<file path="src/hdl/rbmf_div.sv">
// ----------------------------------------------------------------------------
// rbmf_div
// Restoring divider for three channel sums by one shared count, one quotient
// bit per cycle.
// ----------------------------------------------------------------------------
module rbmf_div (
  input  logic        clk,
  input  logic        rst_n,
  input  logic        start,
  input  logic [13:0] num_r,
  input  logic [13:0] num_g,
  input  logic [13:0] num_b,
  input  logic [5:0]  den,
  output logic        done,
  output logic [7:0]  q_r,
  output logic [7:0]  q_g,
  output logic [7:0]  q_b
);
  logic [13:0] nr_r, ng_r, nb_r;
  logic [13:0] qr_r, qg_r, qb_r;
  logic [13:0] rr_r, rg_r, rb_r;
  logic [5:0]  den_r;
  logic [3:0]  cnt_r;
  logic        busy_r;
  logic [14:0] tr, tg, tb;

  assign tr = {rr_r, nr_r[13]};
  assign tg = {rg_r, ng_r[13]};
  assign tb = {rb_r, nb_r[13]};

  always_ff @(posedge clk) begin
    if (!rst_n) begin
      busy_r <= 1'b0;
      cnt_r  <= '0;
    end else if (start) begin
      busy_r <= 1'b1;
      cnt_r  <= 4'd13;
      nr_r <= num_r; ng_r <= num_g; nb_r <= num_b;
      rr_r <= '0; rg_r <= '0; rb_r <= '0;
      den_r <= den;
    end else if (busy_r) begin
      nr_r <= nr_r << 1; ng_r <= ng_r << 1; nb_r <= nb_r << 1;
      if (tr >= {9'd0, den_r}) begin
        rr_r <= 14'(tr - {9'd0, den_r}); qr_r <= {qr_r[12:0], 1'b1};
      end else begin
        rr_r <= tr[13:0]; qr_r <= {qr_r[12:0], 1'b0};
      end
      if (tg >= {9'd0, den_r}) begin
        rg_r <= 14'(tg - {9'd0, den_r}); qg_r <= {qg_r[12:0], 1'b1};
      end else begin
        rg_r <= tg[13:0]; qg_r <= {qg_r[12:0], 1'b0};
      end
      if (tb >= {9'd0, den_r}) begin
        rb_r <= 14'(tb - {9'd0, den_r}); qb_r <= {qb_r[12:0], 1'b1};
      end else begin
        rb_r <= tb[13:0]; qb_r <= {qb_r[12:0], 1'b0};
      end
      if (cnt_r == 4'd0) busy_r <= 1'b0;
      else cnt_r <= cnt_r - 4'd1;
    end
  end

  assign done = busy_r && (cnt_r == 4'd0);
  // quotient bits valid from the cycle after done and held while idle; top level samples them in ST_OUT
  assign q_r = qr_r[7:0];
  assign q_g = qg_r[7:0];
  assign q_b = qb_r[7:0];
endmodule
</file>
<file path="config.mk">
export PLATFORM = sky130hd
export DESIGN_NAME = rbmf_div
export DESIGN_NICKNAME = d
export VERILOG_FILES = /design/src/hdl/rbmf_div.sv
export SDC_FILE = /design/constraint.sdc
export NUM_CORES = 1
export LEC_CHECK = 0
export ABC_AREA = 1
export BUFFER_PORTS_ARGS = -buffer_cell sky130_fd_sc_hd__buf_2
export CAP_MARGIN = 15
export CORE_MARGIN = 4
export CORE_UTILIZATION = 55
export DETAILED_ROUTE_END_ITERATION = 16
export GPL_ROUTABILITY_DRIVEN = 0
export GPL_TIMING_DRIVEN = 1
export PLACE_DENSITY = 0.83
export RECOVER_POWER = 50
export SYNTH_ARGS = -nofsm -noshare
export SYNTH_HDL_FRONTEND = slang
export SYNTH_SLANG_ARGS = --single-unit
</file>
<file path="constraint.sdc">
create_clock -name clk -period 6 [get_ports clk]
set_input_delay 0.6 -clock clk [delete_from_list [all_inputs] [get_ports clk]]
set_output_delay 0.6 -clock clk [all_outputs]
set_load 0.005 [all_outputs]
</file>
Word level (Yosys, flattened, before mapping). Cells that the tools add are included.

Reduce and logical (&&, ||, !) cells: 9. Magnitude comparators: 3. Equal/unequal tests: 1. Add/sub/neg operators: 4. Multiplexer cells: 21. Bitwise logic cells: 3.

Operators with widths (count): two-way mux 14 bit (12); greater-or-equal comparator 15 x 6 -> 1 bit (3); subtractor 14 x 6 -> 14 bit (3); two-way mux 4 bit (3); AND reduction 2 bit (4); two-way mux 1 bit (6); zero test 4 bit (1); subtractor 4 x 1 -> 4 bit (second input constant) (1); NOT 1 bit (3); AND reduction 3 bit (1); != test 2 bit (second input constant) (1); nonzero test 2 bit (1); OR reduction 2 bit (1); logical AND 1 bit (1).

Logic and storage cells: 54. Bits in registers: 119.

Depth between registers and ports, before layout. Gate-level depths: netlist of run 1.

Word-level depth: 4. Mapped depth: 13.

Worst setup path after synthesis of run 1. Ideal clock, no wire load.

Path type: in2reg. Start: input start. End: register nb_r[0], enable pin. Arrival: 2.968 ns. Data required time: 5.555 ns. Stages on the path: 4. Slack: 2.588 ns. Buffers on the path: 2. Cell sequence: clkbuf_1 -> clkbuf_1 -> nand2_1 -> nand2_1.

Cells in the longest elaborated chain, start to end: 2.

Ends and longest elaborated chain: start: declaration (RTL line 9) `input logic start,`; nonzero test 2 bit (no line); AND reduction 2 bit (no line); end signal: assignment (RTL line 38) `nr_r <= num_r; ng_r <= num_g; nb_r <= num_b;`; end signal: assignment (RTL line 42) `nr_r <= nr_r << 1; ng_r <= ng_r << 1; nb_r <= nb_r << 1;`; end: declaration (RTL line 19) `logic [13:0] nr_r, ng_r, nb_r;`.

No other way between the ends. A chain may end at the register's enable or synchronous reset.

Worst setup path in the final report of run 1.
Start: input start. End: register rb_r[9], enable pin.

Cells in the longest elaborated chain, start to end: 2.

Ends and longest elaborated chain: nonzero test 2 bit (no line); AND reduction 2 bit (no line); end signal: assignment (RTL line 54) `rb_r <= 14'(tb - {9'd0, den_r}); qb_r <= {qb_r[12:0], 1'b1};`; end signal: assignment (RTL line 56) `rb_r <= tb[13:0]; qb_r <= {qb_r[12:0], 1'b0};`; end: declaration (RTL line 21) `logic [13:0] rr_r, rg_r, rb_r;`.

No other way between the ends.

==> results of run 1 <==
## through the flow
| step | total power, mW | area (µm²) |
|---|---|---|
| floorplan | 1.350 | 6691 |
| global placement | 1.433 | 7161 |
| detailed placement | 1.447 | 7161 |
| CTS | 2.477 | 7754 |
| global route | 2.586 | 7734 |
| finish | 2.475 | 7734 |
## sequential cells by signal (all words and copies together), names as in the netlist
signal  cells
busy_r      1
qr_r        8
qg_r        8
rg_r       14
nr_r       14
ng_r       14
rb_r       14
nb_r       14
qb_r        8
den_r       6
rr_r       14
cnt_r       4
## cell families after synthesis
family	after synthesis	share of synthesized area (%)
and+or+nand+nor	497	30.59
DFF	119	52.66
buffers and inverters	104	6.432
adders and majority gates	26	5.198
AOI/OAI and AO/OA	25	2.767
xor gates and xnor gates	18	2.356
## worst max-delay path, cell delays in order
cell      delay, ns
clkbuf_1       0.54
nand2_1        0.21
nand2_1        2.46
## power by group through the flow
stage / combinational, mW / clock [mW] / sequential (mW)
after global routing: 0.471 / 1.08 / 1.04
after global placement: 0.390 / 0 / 1.04
after CTS: 0.412 / 1.04 / 1.03
after floorplan: 0.315 / 0 / 1.04
final: 0.413 / 1.03 / 1.03
after detailed placement: 0.403 / 0 / 1.04
## layout make-up
type                            instances  area [µm²]
Clock inverter                         15       167.7
Tap cell                              147       183.9
Timing Repair Buffer                   78       380.4
Fill cell                             923        4228
Inverter                               84       315.3
Multi-Input combinational cell        566        2738
Clock buffer                           17       425.4
Sequential cell                       119        3523
## path summary, 6_finish.rpt
check | depth (start not counted) | to | from
max | 3 | rb_r[9] | start
min | 1 | den_r[2] | den[2]
min reg2reg | 0 | qb_r[7] | qb_r[6]
max reg2reg | 2 | rb_r[9] | busy_r
## cell usage in the layout (no fill, tap or decap), drive strengths merged, types with 2 or more instances in the layout
| cell type | netlist | layout |
|---|---|---|
| nand2 | 310 | 310 |
| nor2 | 121 | 121 |
| edfxtp | 114 | 114 |
| inv | 83 | 89 |
| buf | 7 | 66 |
| nand3 | 42 | 42 |
| clkbuf | 13 | 29 |
| ha | 23 | 23 |
| xor2 | 15 | 15 |
| o21bai | 12 | 12 |
| a21oi | 10 | 10 |
| nor3 | 9 | 9 |
| nand3b | 8 | 8 |
| nand4 | 7 | 7 |
| clkinv | 1 | 6 |
| dfxtp | 5 | 5 |
| xnor2 | 3 | 3 |
| fa | 3 | 3 |
| bufinv | 0 | 2 |
| clkinvlp | 0 | 2 |
## layer usage
metal	GRT usage, %	routed length (µm)	part of all wire (%)
met1	26.43	6411	44
met2	36.44	6870	47
met3	5.742	948	6.5
met4	6.813	252	1.7
met5	0	0	0
==> flow_metrics.env, run 1 <==
export IMPL_status="finished with violations"
export IMPL_failed_checks="capacitance limit, slew limit"
export IMPL_grt_max_degree=85
export IMPL_synth_most_common_cell="nand2_1"
export IMPL_instances_no_fill=1026
export IMPL_wl_per_cell_um=14.12
export IMPL_worst_slew_pin_transition_ns=3.405
export IMPL_clock_power_share_pct=41.6
export IMPL_syn_area_per_cell_um2=8.481
export IMPL_period_share_pct=65.05
export IMPL_placementRows=40
export IMPL_cts_root_buf="clkbuf_16"
export IMPL_netlist_area_um2=6691
export IMPL_ctsResizeCount=0
export IMPL_clk_pin_slew_ns=0.06
export IMPL_ys_ff_latch=119
export IMPL_max_freq_ghz=0.2562
export IMPL_fin_util_pct=64.65
export IMPL_finClkSkew_ns=0.009445
export IMPL_antenna_found_initial=0
export IMPL_synth_area_top_cells="edfxtp_1 51%, nand2_1 17%, nor2_1 6.5%"
export IMPL_grt_pass1_wl_um=23960
export IMPL_p_int_mw=1.761
export IMPL_cts_buffers_inserted=17
export IMPL_p_seq_share_pct=41.7
export IMPL_end_kind="register"
export IMPL_clockBufferDepth=2
export IMPL_via_per_inst=5.187
export IMPL_async_flop_share_pct=0
export IMPL_worstPathMaxFanout=84
export IMPL_rsz0062_at_grt="no"
export IMPL_ys_seq_area_share_pct=52.66
export IMPL_clk_latency_ns=0.42
export IMPL_die_w_um=118.3
export IMPL_drive_above_1_share_pct=14.68
export IMPL_crit_type="in2reg"
export IMPL_drc=0
export IMPL_synthCells=789
export IMPL_cts_hold_buffers=0
export IMPL_hold_violations=0
export IMPL_cts_sinks=119
export IMPL_yosysWarnings=0
export IMPL_cp_arrival_ns=3.86
export IMPL_power_density_nw_per_um2=320.1
export IMPL_synth_cell_types=30
export IMPL_worstPathRequired_ns=5.95
export IMPL_p_leak_nw=3.500
export IMPL_worst_hold_path_type="in2reg"
export IMPL_synth_ff_type="edfxtp_1"
export IMPL_fin_hold_ws_ns=0.3675
export IMPL_place_ws_ns=3.245
export IMPL_num_antenna_cells=0
export IMPL_dp_cells=993
export IMPL_tns_ns=0
export IMPL_drtAntennaViolNets=0
export IMPL_p_sw_uw=714.0
export IMPL_peakVddDrop_mv=0.2513
export IMPL_yosysTopAreaCellShare_pct=51.16
export IMPL_synth_common_cells="299 x nand2_1, 116 x nor2_1, 114 x edfxtp_1"
export IMPL_cts_max_level=4
export IMPL_slew_violations=85
export IMPL_ios=76
export IMPL_areaGrowthSynthToFinish_pct=15.58
export IMPL_dpl_hpwl_um=9736
export IMPL_fin_nets=943
export IMPL_startpoint_type="primary input"
export IMPL_yosysTopAreaCell="edfxtp_1"
export IMPL_r2r_slack_ns=2.58
export IMPL_chipHeight_um=118.3
export IMPL_slew_headroom_pct=-127.5
export IMPL_post_cts_buffers=0
export IMPL_fin_ws_ns=2.097
export IMPL_p_comb_share_pct=16.7
export IMPL_tritoncts="yes"
export IMPL_grt_overflow=0
export IMPL_finalSetupViolCount=0
export IMPL_synth_edff_count=114
export IMPL_sw_frac_of_total_pct=28.85
export IMPL_synthesis_nets=866
export IMPL_cap_violations=1
export IMPL_start_util_pct=55.94
export IMPL_fin_crit_ns=3.903
export IMPL_vias=5322
export IMPL_totalWireLength_um=14480
export IMPL_grt_pass1_vias=5275
export IMPL_fp_coreArea_um2=11960
export IMPL_port_buffers=75
export IMPL_drtPass1Iterations=5
export IMPL_dieArea_um2=13990
export IMPL_drt_iter0_drc=356
export IMPL_grtUsageTotal_pct=21.35
No activity file was read; power rests on OpenSTA's default activity.
==> run 2, diff against run 1 <==
- CORE_UTILIZATION: 55 -> 53
- clock period: 6 -> 3.5 ns (I/O delays scaled with it)
==> run 2 against run 1 <==
  * Die area grew 3.5%
  * Critical endpoint is now qg_r[3]
  * Global-route usage fell by 1.0 points
  * Critical path type unchanged
  * Cell area is 0.58% higher
  * The flow now finishes without violations
  * Sequential share of layout area fell by 0.26 points
  * Clock power rose by 78%
  * Via count shrank 0.45%
==> flow_metrics.env, run 2 (synthesis gave the netlist of run 1 again) <==
export IMPL_status="completed"
export IMPL_max_freq_ghz=0.4045
export IMPL_cts_max_level=4
export IMPL_clk_latency_ns=0.42
export IMPL_placementRows=40
export IMPL_end_kind="register"
export IMPL_crit_end="qg_r[3]"
export IMPL_chipHeight_um=120.4
export IMPL_r2r_slack_ns=1.25
export IMPL_cpMostUsedCell="clkbuf_1"
export IMPL_antenna_found_initial=0
export IMPL_grt_pass1_wl_um=23270
export IMPL_grt_overflow=0
export IMPL_period_share_pct=70.63
export IMPL_mostFrequentLayoutCell="nand2_1"
export IMPL_vias=5298
export IMPL_r2r_end="rb_r[12]"
export IMPL_start_util_pct=55.02
export IMPL_fp_coreArea_um2=12160
export IMPL_drive_above_1_share_pct=13.65
export IMPL_tns_ns=0
export IMPL_peakVddDrop_mv=0.3705
export IMPL_critPathSlowestCell="clkbuf_1"
export IMPL_drc=0
export IMPL_p_comb_share_pct=16.3
export IMPL_wl_per_cell_um=13.35
export IMPL_slew_headroom_pct=2.168
export IMPL_ios=76
export IMPL_cts_sinks=119
export IMPL_hold_violations=0
export IMPL_sw_frac_of_total_pct=26.81
export IMPL_dieArea_um2=14490
export IMPL_num_antenna_cells=0
export IMPL_finalSetupViolCount=0
export IMPL_clock_power_share_pct=42.6
export IMPL_total_power_mw=4.289
export IMPL_grtUsageTotal_pct=20.31
export IMPL_r2r_start="den_r[1]"
export IMPL_areaGrowthSynthToFinish_pct=16.25
export IMPL_grt_max_degree=85
export IMPL_post_cts_buffers=0
export IMPL_slew_violations=0
export IMPL_startpoint_type="primary input"
export IMPL_p_leak_nw=3.487
export IMPL_cts_root_buf="clkbuf_16"
export IMPL_rsz0062_at_grt="no"
export IMPL_max_stage_delay_ns=0.94
export IMPL_fin_nets=943
export IMPL_crit_cells=4
export IMPL_clockBufferDepth=2
export IMPL_crit_type="in2reg"
export IMPL_worstPathRequired_ns=3.53
export IMPL_fin_crit_ns=2.472
export IMPL_worst_hold_path_type="in2reg"
export IMPL_port_buffers=75
export IMPL_p_seq_share_pct=41.2
export IMPL_p_int_mw=3.139
export IMPL_worstPathMaxFanout=77
export IMPL_finClkSkew_ns=0.008973
export IMPL_path_buf_inv=3
export IMPL_p_sw_mw=1.150
export IMPL_tritoncts="yes"
export IMPL_cts_hold_buffers=0
export IMPL_ctsResizeCount=0
export IMPL_cap_violations=0
export IMPL_power_density_nw_per_um2=551.4
export IMPL_cts_buffers_inserted=17
export IMPL_design_area_um2=7779
export IMPL_cp_arrival_ns=2.50
export IMPL_die_w_um=120.4
export IMPL_drt_iter0_drc=464
export IMPL_via_per_inst=5.060
export IMPL_clk_pin_slew_ns=0.05
export IMPL_worstSetupStartpoint="start"
export IMPL_cp_cell_sequence="clkbuf_1, clkbuf_2, nor2_2, clkbuf_1"
export IMPL_final_cell_mix="298 x nand2_1, 115 x nor2_1, 114 x edfxtp_1"
export IMPL_cp_top_family="buffers and inverters"
export IMPL_worst_slew_pin_transition_ns=1.467
export IMPL_drtAntennaViolNets=0
export IMPL_grt_pass1_vias=5000
export IMPL_drtPass1Iterations=6
export IMPL_totalWireLength_um=13980
export IMPL_r2r_cells=10
export IMPL_dpl_hpwl_um=9257
export IMPL_postPlaceCellArea_um2=7194
## run 2: cell count changes in the layout (fill, tap and decap cells not counted), sizes merged
cell      before  now
buf           66   58
bufinv         2    4
clkbuf        29   40
clkinv         6    5
clkinvlp       2    3
inv           89   84
## run 2: power by group through the flow
stage | Combinational (mW) | Sequential, mW | Clock (mW)
after floorplan | 0.540 | 1.78 | 0
after global routing | 0.799 | 1.78 | 1.92
after detailed placement | 0.682 | 1.79 | 0
final | 0.697 | 1.77 | 1.83
after global placement | 0.667 | 1.79 | 0
after CTS | 0.694 | 1.76 | 1.85
## run 2: per-stage QoR
step | setup WS [ns] | hold slack, ns | cells | utilization [%]
CTS | 1.276 | 0.09483 | 1047 | 64.20
global route | 0.7370 | 0.08851 | 1047 | 63.96
global placement | 1.367 | 0.4241 | 1015 | 59.16
floorplan | 0.3378 | 0.4446 | 789 | -
finish | 1.028 | 0.1079 | 1047 | 63.96
detailed placement | 1.288 | 0.4302 | 1015 | 59.16
## run 2: area by class of cell
type,instances,area (µm²)
tap,168,210.2
clock buffer,20,436.7
multi-input combinational,566,2748
inverter,84,315.3
timing repair buffer,78,369.1
clock inverter,12,176.4
fill,998,4383
sequential,119,3523
## run 2: worst min path at each step
stage,startpoint,to,slack [ns],depth (start not counted)
after CTS,den[3],den_r[3],0.09,1
after detailed placement,qb_r[4],qb_r[5],0.43,0
after global placement,qg_r[0],qg_r[1],0.42,0
after floorplan,cnt_r[2],cnt_r[2],0.44,2
after global routing,den[3],den_r[3],0.09,1
final,den[3],den_r[3],0.11,1
## run 2: routing by layer
metal  up-vias  share of wire, %  GRT usage, %
met3        30               7.0         5.987
met1      2395                44         25.76
met4         0               2.7         9.207
met2       193                46         32.24
li1       2680                 -             -
met5         -                 0             0
